**src/rtl/mp2_pkg.sv**
```systemverilog
// shared types and constants for the mp2rage contrast and t1 lookup block
// no dependencies; used by mp2_ctrl, mp2_datapath and the top-level module
package mp2_pkg;

    localparam int TABLE_DEPTH = 4096;
    localparam int ADDR_W      = $clog2(TABLE_DEPTH);
    localparam int LEN_W       = ADDR_W + 1;
    localparam int CNT_W       = LEN_W;

    localparam int CFG_W       = 13;
    localparam int IDX_W       = 12;
    localparam int SAMPLE_W    = 16;
    localparam int PROD_W      = 2 * SAMPLE_W;
    localparam int NUM_W       = PROD_W + 1;
    localparam int ENERGY_W    = PROD_W + 1;
    localparam int QUO_W       = 15;
    localparam int REM_W       = NUM_W + 16;
    localparam int DIST_W      = 17;
    localparam int WORD_W      = 32;

    localparam int MUL_STEPS   = 6;
    localparam int DIV_STEPS   = QUO_W;

    localparam logic KIND_LOAD  = 1'b0;
    localparam logic KIND_QUERY = 1'b1;

    typedef enum logic [2:0] {
        ST_IDLE,
        ST_MUL,
        ST_PREP,
        ST_DIV,
        ST_SIGN,
        ST_SCAN,
        ST_FINISH
    } state_t;

    typedef enum logic [2:0] {
        MUL_AR_BR,
        MUL_AI_BI,
        MUL_AR_AR,
        MUL_AI_AI,
        MUL_BR_BR,
        MUL_BI_BI
    } mul_sel_t;

    typedef struct packed {
        logic              load_we;
        logic              capture;
        logic              mul_en;
        mul_sel_t          mul_sel;
        logic              div_init;
        logic              div_step;
        logic              sign_set;
        logic              rd_en;
        logic [ADDR_W-1:0] rd_addr;
        logic              out_load;
    } cmd_t;

    typedef struct packed {
        logic [LEN_W-1:0] scan_len;
        logic             out_busy;
    } stat_t;

endpackage

```
**src/rtl/mp2_ctrl.sv**
```systemverilog
// controller state machine: sequences multiply, divide and table scan
// depends on mp2_pkg
module mp2_ctrl (
    input  logic           clk,
    input  logic           rst_n,
    input  logic           in_valid,
    input  logic           kind,
    output logic           in_ready,
    input  mp2_pkg::stat_t stat,
    output mp2_pkg::cmd_t  cmd
);

    mp2_pkg::state_t               state_reg, state_next;
    logic [mp2_pkg::CNT_W-1:0]     cnt_reg, cnt_next;

    always_ff @(posedge clk or negedge rst_n)
    begin
        if (!rst_n)
        begin
            state_reg <= mp2_pkg::ST_IDLE;
            cnt_reg   <= '0;
        end
        else
        begin
            state_reg <= state_next;
            cnt_reg   <= cnt_next;
        end
    end

    always_comb
    begin
        state_next = state_reg;
        cnt_next   = cnt_reg;
        in_ready   = 1'b0;
        cmd        = '0;
        cmd.mul_sel = mp2_pkg::mul_sel_t'(cnt_reg[2:0]);
        cmd.rd_addr = cnt_reg[mp2_pkg::ADDR_W-1:0];
        unique case (state_reg)
            mp2_pkg::ST_IDLE:
            begin
                in_ready = 1'b1;
                if (in_valid)
                begin
                    if (kind == mp2_pkg::KIND_LOAD)
                    begin
                        cmd.load_we = 1'b1;
                    end
                    else
                    begin
                        cmd.capture = 1'b1;
                        cnt_next    = '0;
                        state_next  = mp2_pkg::ST_MUL;
                    end
                end
            end
            mp2_pkg::ST_MUL:
            begin
                // the final count issues no multiply and lets the last product reach the accumulators
                cmd.mul_en = (cnt_reg < mp2_pkg::CNT_W'(mp2_pkg::MUL_STEPS));
                if (cnt_reg == mp2_pkg::CNT_W'(mp2_pkg::MUL_STEPS))
                begin
                    cnt_next   = '0;
                    state_next = mp2_pkg::ST_PREP;
                end
                else
                begin
                    cnt_next = cnt_reg + 1'b1;
                end
            end
            mp2_pkg::ST_PREP:
            begin
                cmd.div_init = 1'b1;
                cnt_next     = '0;
                state_next   = mp2_pkg::ST_DIV;
            end
            mp2_pkg::ST_DIV:
            begin
                cmd.div_step = 1'b1;
                if (cnt_reg == mp2_pkg::CNT_W'(mp2_pkg::DIV_STEPS - 1))
                begin
                    cnt_next   = '0;
                    state_next = mp2_pkg::ST_SIGN;
                end
                else
                begin
                    cnt_next = cnt_reg + 1'b1;
                end
            end
            mp2_pkg::ST_SIGN:
            begin
                cmd.sign_set = 1'b1;
                cnt_next     = '0;
                state_next   = mp2_pkg::ST_SCAN;
            end
            mp2_pkg::ST_SCAN:
            begin
                // last cycle issues no read, only compares the final entry
                cmd.rd_en = (cnt_reg < mp2_pkg::CNT_W'(stat.scan_len));
                if (cnt_reg == mp2_pkg::CNT_W'(stat.scan_len))
                begin
                    cnt_next   = '0;
                    state_next = mp2_pkg::ST_FINISH;
                end
                else
                begin
                    cnt_next = cnt_reg + 1'b1;
                end
            end
            mp2_pkg::ST_FINISH:
            begin
                if (!stat.out_busy)
                begin
                    cmd.out_load = 1'b1;
                    state_next   = mp2_pkg::ST_IDLE;
                end
            end
            default:
            begin
                state_next = mp2_pkg::ST_IDLE;
            end
        endcase
    end

endmodule

```
**config.mk**
```make
export PLATFORM = sky130hd
export DESIGN_NAME = mp2_ctrl
export DESIGN_NICKNAME = d
export VERILOG_FILES = /design/src/rtl/mp2_pkg.sv /design/src/rtl/mp2_ctrl.sv
export SDC_FILE = /design/constraint.sdc
export NUM_CORES = 1
export LEC_CHECK = 0
export BUFFER_PORTS_ARGS = -buffer_cell sky130_fd_sc_hd__buf_2
export CORE_ASPECT_RATIO = 1.25
export CORE_MARGIN = 2
export CORE_UTILIZATION = 50
export CTS_CLUSTER_SIZE = 16
export DETAILED_ROUTE_END_ITERATION = 12
export MAX_ROUTING_LAYER = met4
export PLACE_DENSITY = 0.81
export SLEW_MARGIN = 20
export SYNTH_ARGS = -nofsm -noshare
export SYNTH_HDL_FRONTEND = slang
export SYNTH_SLANG_ARGS = --single-unit
```
**constraint.sdc**
```tcl
create_clock -name clk -period 2.3 [get_ports clk]
set_input_delay 0.23 -clock clk [delete_from_list [all_inputs] [get_ports clk]]
set_output_delay 0.23 -clock clk [all_outputs]
set_load 0.05 [all_outputs]
```
### Word-level counts from Yosys, hierarchy flattened

Index checks and enable logic that the tools add are counted.

| word-level totals | value |
|---|---|
| input port bits | 18 |
| register bits after elaboration | 16 |
| word-level logic and storage cells | 50 |
| output and inout bits | 24 |

| cells by class | value |
|---|---|
| mux-type cells | 25 |
| equality and inequality tests | 15 |
| order comparisons | 2 |
| reductions and logical operators | 5 |
| add/sub/neg operators | 1 |

Operator list:

| kind | number |
|---|---|
| $mux 13 | 5 |
| $pmux 13 s5 | 1 |
| $pmux 3 s7 | 1 |
| $mux 3 | 6 |
| $add 13x1->13 const B | 1 |
| $eq 13x13->1 | 1 |
| $eq 13x3->1 const B | 1 |
| $eq 13x4->1 const B | 1 |
| $lt 13x13->1 | 1 |
| $lt 13x3->1 const B | 1 |
| $ne 2x2->1 const B | 6 |
| $mux 1 | 10 |
| $eq 3x3->1 const B | 3 |
| $eq 3x2->1 const B | 2 |
| $reduce_and 6->1 | 1 |
| $reduce_bool 5->1 | 1 |
| $mux 2 | 2 |
| $eq 3x1->1 const B | 1 |
| $logic_not 3->1 | 1 |
| $reduce_and 3->1 | 1 |
| $reduce_or 2->1 | 1 |

### Longest topological paths before layout

| logic depth | value |
|---|---|
| word-level depth | 4 |
| mapped depth | 8 |
| depth with buffers taken out | 7 |

### Worst setup path before layout

Ideal clock, no wire load.

| timing path | value |
|---|---|
| kind | register to output |
| start | register cnt_reg[1] (netlist bit) |
| end | output port cmd[13] (netlist bit) |
| cell stages (with the launch flop) | 7 |
| data arrival time | 2734 ps |
| setup slack | -664 ps |
| cell sequence | dfrtp_1 > ha_1 > nor2b_1 > o21a_1 > o21ai_0 > a21oi_1 > nor4_1 |

RTL lines:

| what | RTL line | text |
|---|---|---|
| start: declaration | mp2_ctrl.sv:14 | `logic [mp2_pkg::CNT_W-1:0] cnt_reg, cnt_next;` |
| start signal: assignment | mp2_ctrl.sv:26 | `cnt_reg <= cnt_next;` |
| end: declaration | mp2_ctrl.sv:10 | `output mp2_pkg::cmd_t cmd` |

==> impl_results.md <==
* WS Path Type: reg2out
* HPWL Detailed at 2800 um
* Drt first pass iters at 4
* Max Clock Skew at 3.99 ps
* Post-synthesis simple-gate area fraction at 0.263
* Largest family of logic cells by synthesized area: simple AND/OR/NAND/NOR gates
* Gr ovfl total at 0
* Initial Util at 0.523
* Mapped Area at 1540 um2
* P per Cell Area at 1120 nW/um2
* Async SR Flop Fraction at 1.00
* Top_reg_cell synth: dfrtp_1
* CTS max path bufs at 2
* Clock transition at path regs at 100 ps
* Startpoint Class: flip-flop
* Tot Pwr at 0.00204 W
* Static Leak at 0.950 nW
* R2r setup slk at 300 ps
* Io pins at 42
* EDFF count, synth at 0
* Maximum VDD drop at 658 uV
* Largest net degree at the start of global routing at 17
* Most frequent cells after synthesis: inv_1 (19), nand2_1 (17), dfrtp_1 (16)
* First-pass GRT wire length at 5660 um
* Proportion of synthesized area in mux cells at 0
* Total Wirelength at 3580 um
* R2R Path End: cnt_reg[7]
* Most common cell in the synthesized netlist: inv_1
* Slew margin rel. at 0.579
* GPL Wtd Cong at 0.849
* Initial antenna violation count at 0
* Hold Slack at 340 ps
* Final setup vio count at 0
* Final period util at 0.937
* Overall routing resource usage at 0.220
* Core area at 2950 um2
* Fin. Hold Viols at 0
* Cts bufs inserted at 3
* Syn Inst Count at 193
* Final slew viol count at 0
* CTS tree: done
* H-Tree Depth at 1
* F_max at 0.464 GHz
* IO Port Bufs at 41
* Die Y at 66.1 um
* Hold Path Class: in2reg
* Ys Warns at 0
* CTS Root Cell: clkbuf_4
* Post-synthesis sequential area ratio at 0.260
* Post-synth top area share at 0.260
* Worst skew pair latency at 290 ps
* Largest area contributor in the netlist: dfrtp_1
* Die Area at 3550 um2
* Avg Cell Area, Syn at 7.99 um2
* Antenna cells at 0
* RSZ-0062 raised after global routing: no
* Clock Sink Count at 16
* Cell variety after synth at 43
* Starting DRT DRC Count at 56
* Area grow syn2layout at 18.7%
* Die span in x at 53.7 um
* Antenna viol nets, final at 0
* Compound-Gate Fraction of Synth Area at 0.189
* Share of layout cells above drive strength 1 at 0.312
* DRC viols at 0
* Vias at 1502
* Synthesized net count at 226
* R2R Path Start: cnt_reg[9]
* Drt via density at 5.63
* Critical path fanouts, max at 8
* Slew of the pin with the lowest slew margin at 630 ps
* Max reg flops at 13
* Crit path time final at 2150 ps
* Outcome: finished, final reports clean
* #FFs+latches synth at 16
* Drt wl/cell at 13.4 um
* Synth top area cells: dfrtp_1 (26%), ha_1 (12%), buf_4 (7.3%)
* Max cap viols at 0
* CP endpoint kind: primary output
* Adder-Cell Fraction of Synth Area at 0.122
* CP required at 2070 ps
* Vias in the first global route at 1338
* Std-Cell Rows at 22
* Critical Path Sink: cmd[20]
* R2R depth at 6
* Setup TNS at 0 ps
* Xor/xnor share of the synthesized area at 0.0227
* CP arrival at 1920 ps
* Post-layout util at 0.621
* CP startpoint: cnt_reg[9]
* Nets@finish at 266
[metrics by stage]
stage / cells / cell area (um2) / setup slack [ps]
2_1_floorplan: 193 / 1560 / -334
5_1_grt: 267 / 1830 / 29.8
3_3_place_gp: 262 / 1760 / 212
6_report: 267 / 1830 / 146
4_1_cts: 267 / 1810 / 56.4
3_5_place_dp: 262 / 1760 / 144
[kinds of logic (layout without fill, tap and decap cells)]
logic type,Yosys count,in the layout
compound gates,45,45
simple gates,72,72
flops,16,16
buf+inv,41,79
fa+ha+maj,15,15
xor+xnor,4,4
[area by class of cell]
class                           instances  area (um2)
Sequential cell                        16         402
Timing Repair Buffer                   57         330
Multi-Input combinational cell        136         958
Clock buffer                            3        22.5
Fill cell                             265        1120
Inverter                               19        71.3
Tap cell                               36        45.0
[worst min path at each step]
stage,depth (start not counted),slack [ps],to,from
5_1_grt,5,370,state_reg[2],stat[0]
3_3_place_gp,1,170,cnt_reg[4],rst_n
6_report,3,340,cnt_reg[1],kind
4_1_cts,3,340,cnt_reg[1],kind
3_5_place_dp,1,160,cnt_reg[7],rst_n
2_1_floorplan,0,-70,cnt_reg[0],rst_n
[layout by cell type, fill, tap and decap left out, types with 2 or more instances in the layout]
master and count:
o21ai_0 13, nor3_1 5, dfrtp_1 15, nand3_1 6, nor2b_1 3, buf_2 40
nor4_2 2, nand2_1 17, xor2_1 3, inv_1 19, nand4_1 6, and4_1 3
buf_4 16, ha_1 14, a21oi_1 8, clkbuf_4 3, o211ai_1 3, and2_1 4
and3_1 3, nor2_1 12, a22oi_1 4, o21ai_1 5, o21bai_1 4
[worst max-delay path, stage by stage (launching register included)]
cell      delay [ps]
dfrtp_1          400
buf_4            170
nor4_4           340
nand3_1          120
nor4bb_1         300
buf_2            310
[timing repair]
| item | CTS | global route |
|---|---|---|
| pin swaps | 0 | 2 |
| buffers inserted | 1 | 0 |
| resized for setup | 2 | 4 |
| endpoints found under the setup margin | 1 | 12 |
| endpoints found under the hold margin | 16 | 0 |
| hold buffers | 1 | 0 |
[layer usage]
metal,share of wire,GRT usage,vias to the layer above
met1,0.45,0.280,685
met2,0.48,0.351,64
met4,0.016,0.0962,0
met3,0.049,0.0158,8
met5,0,-,-
li1,-,-,745
[where the power goes]
part | internal, W | total (W) | switching, W
sequential | 0.000360 | 0.000429 | 0.0000690
combinational | 0.000470 | 0.00146 | 0.000988
clock | 0.0000609 | 0.000152 | 0.0000916
total | 0.000891 | 0.00204 | 0.00115
No activity file was read; power rests on OpenSTA's default activity.
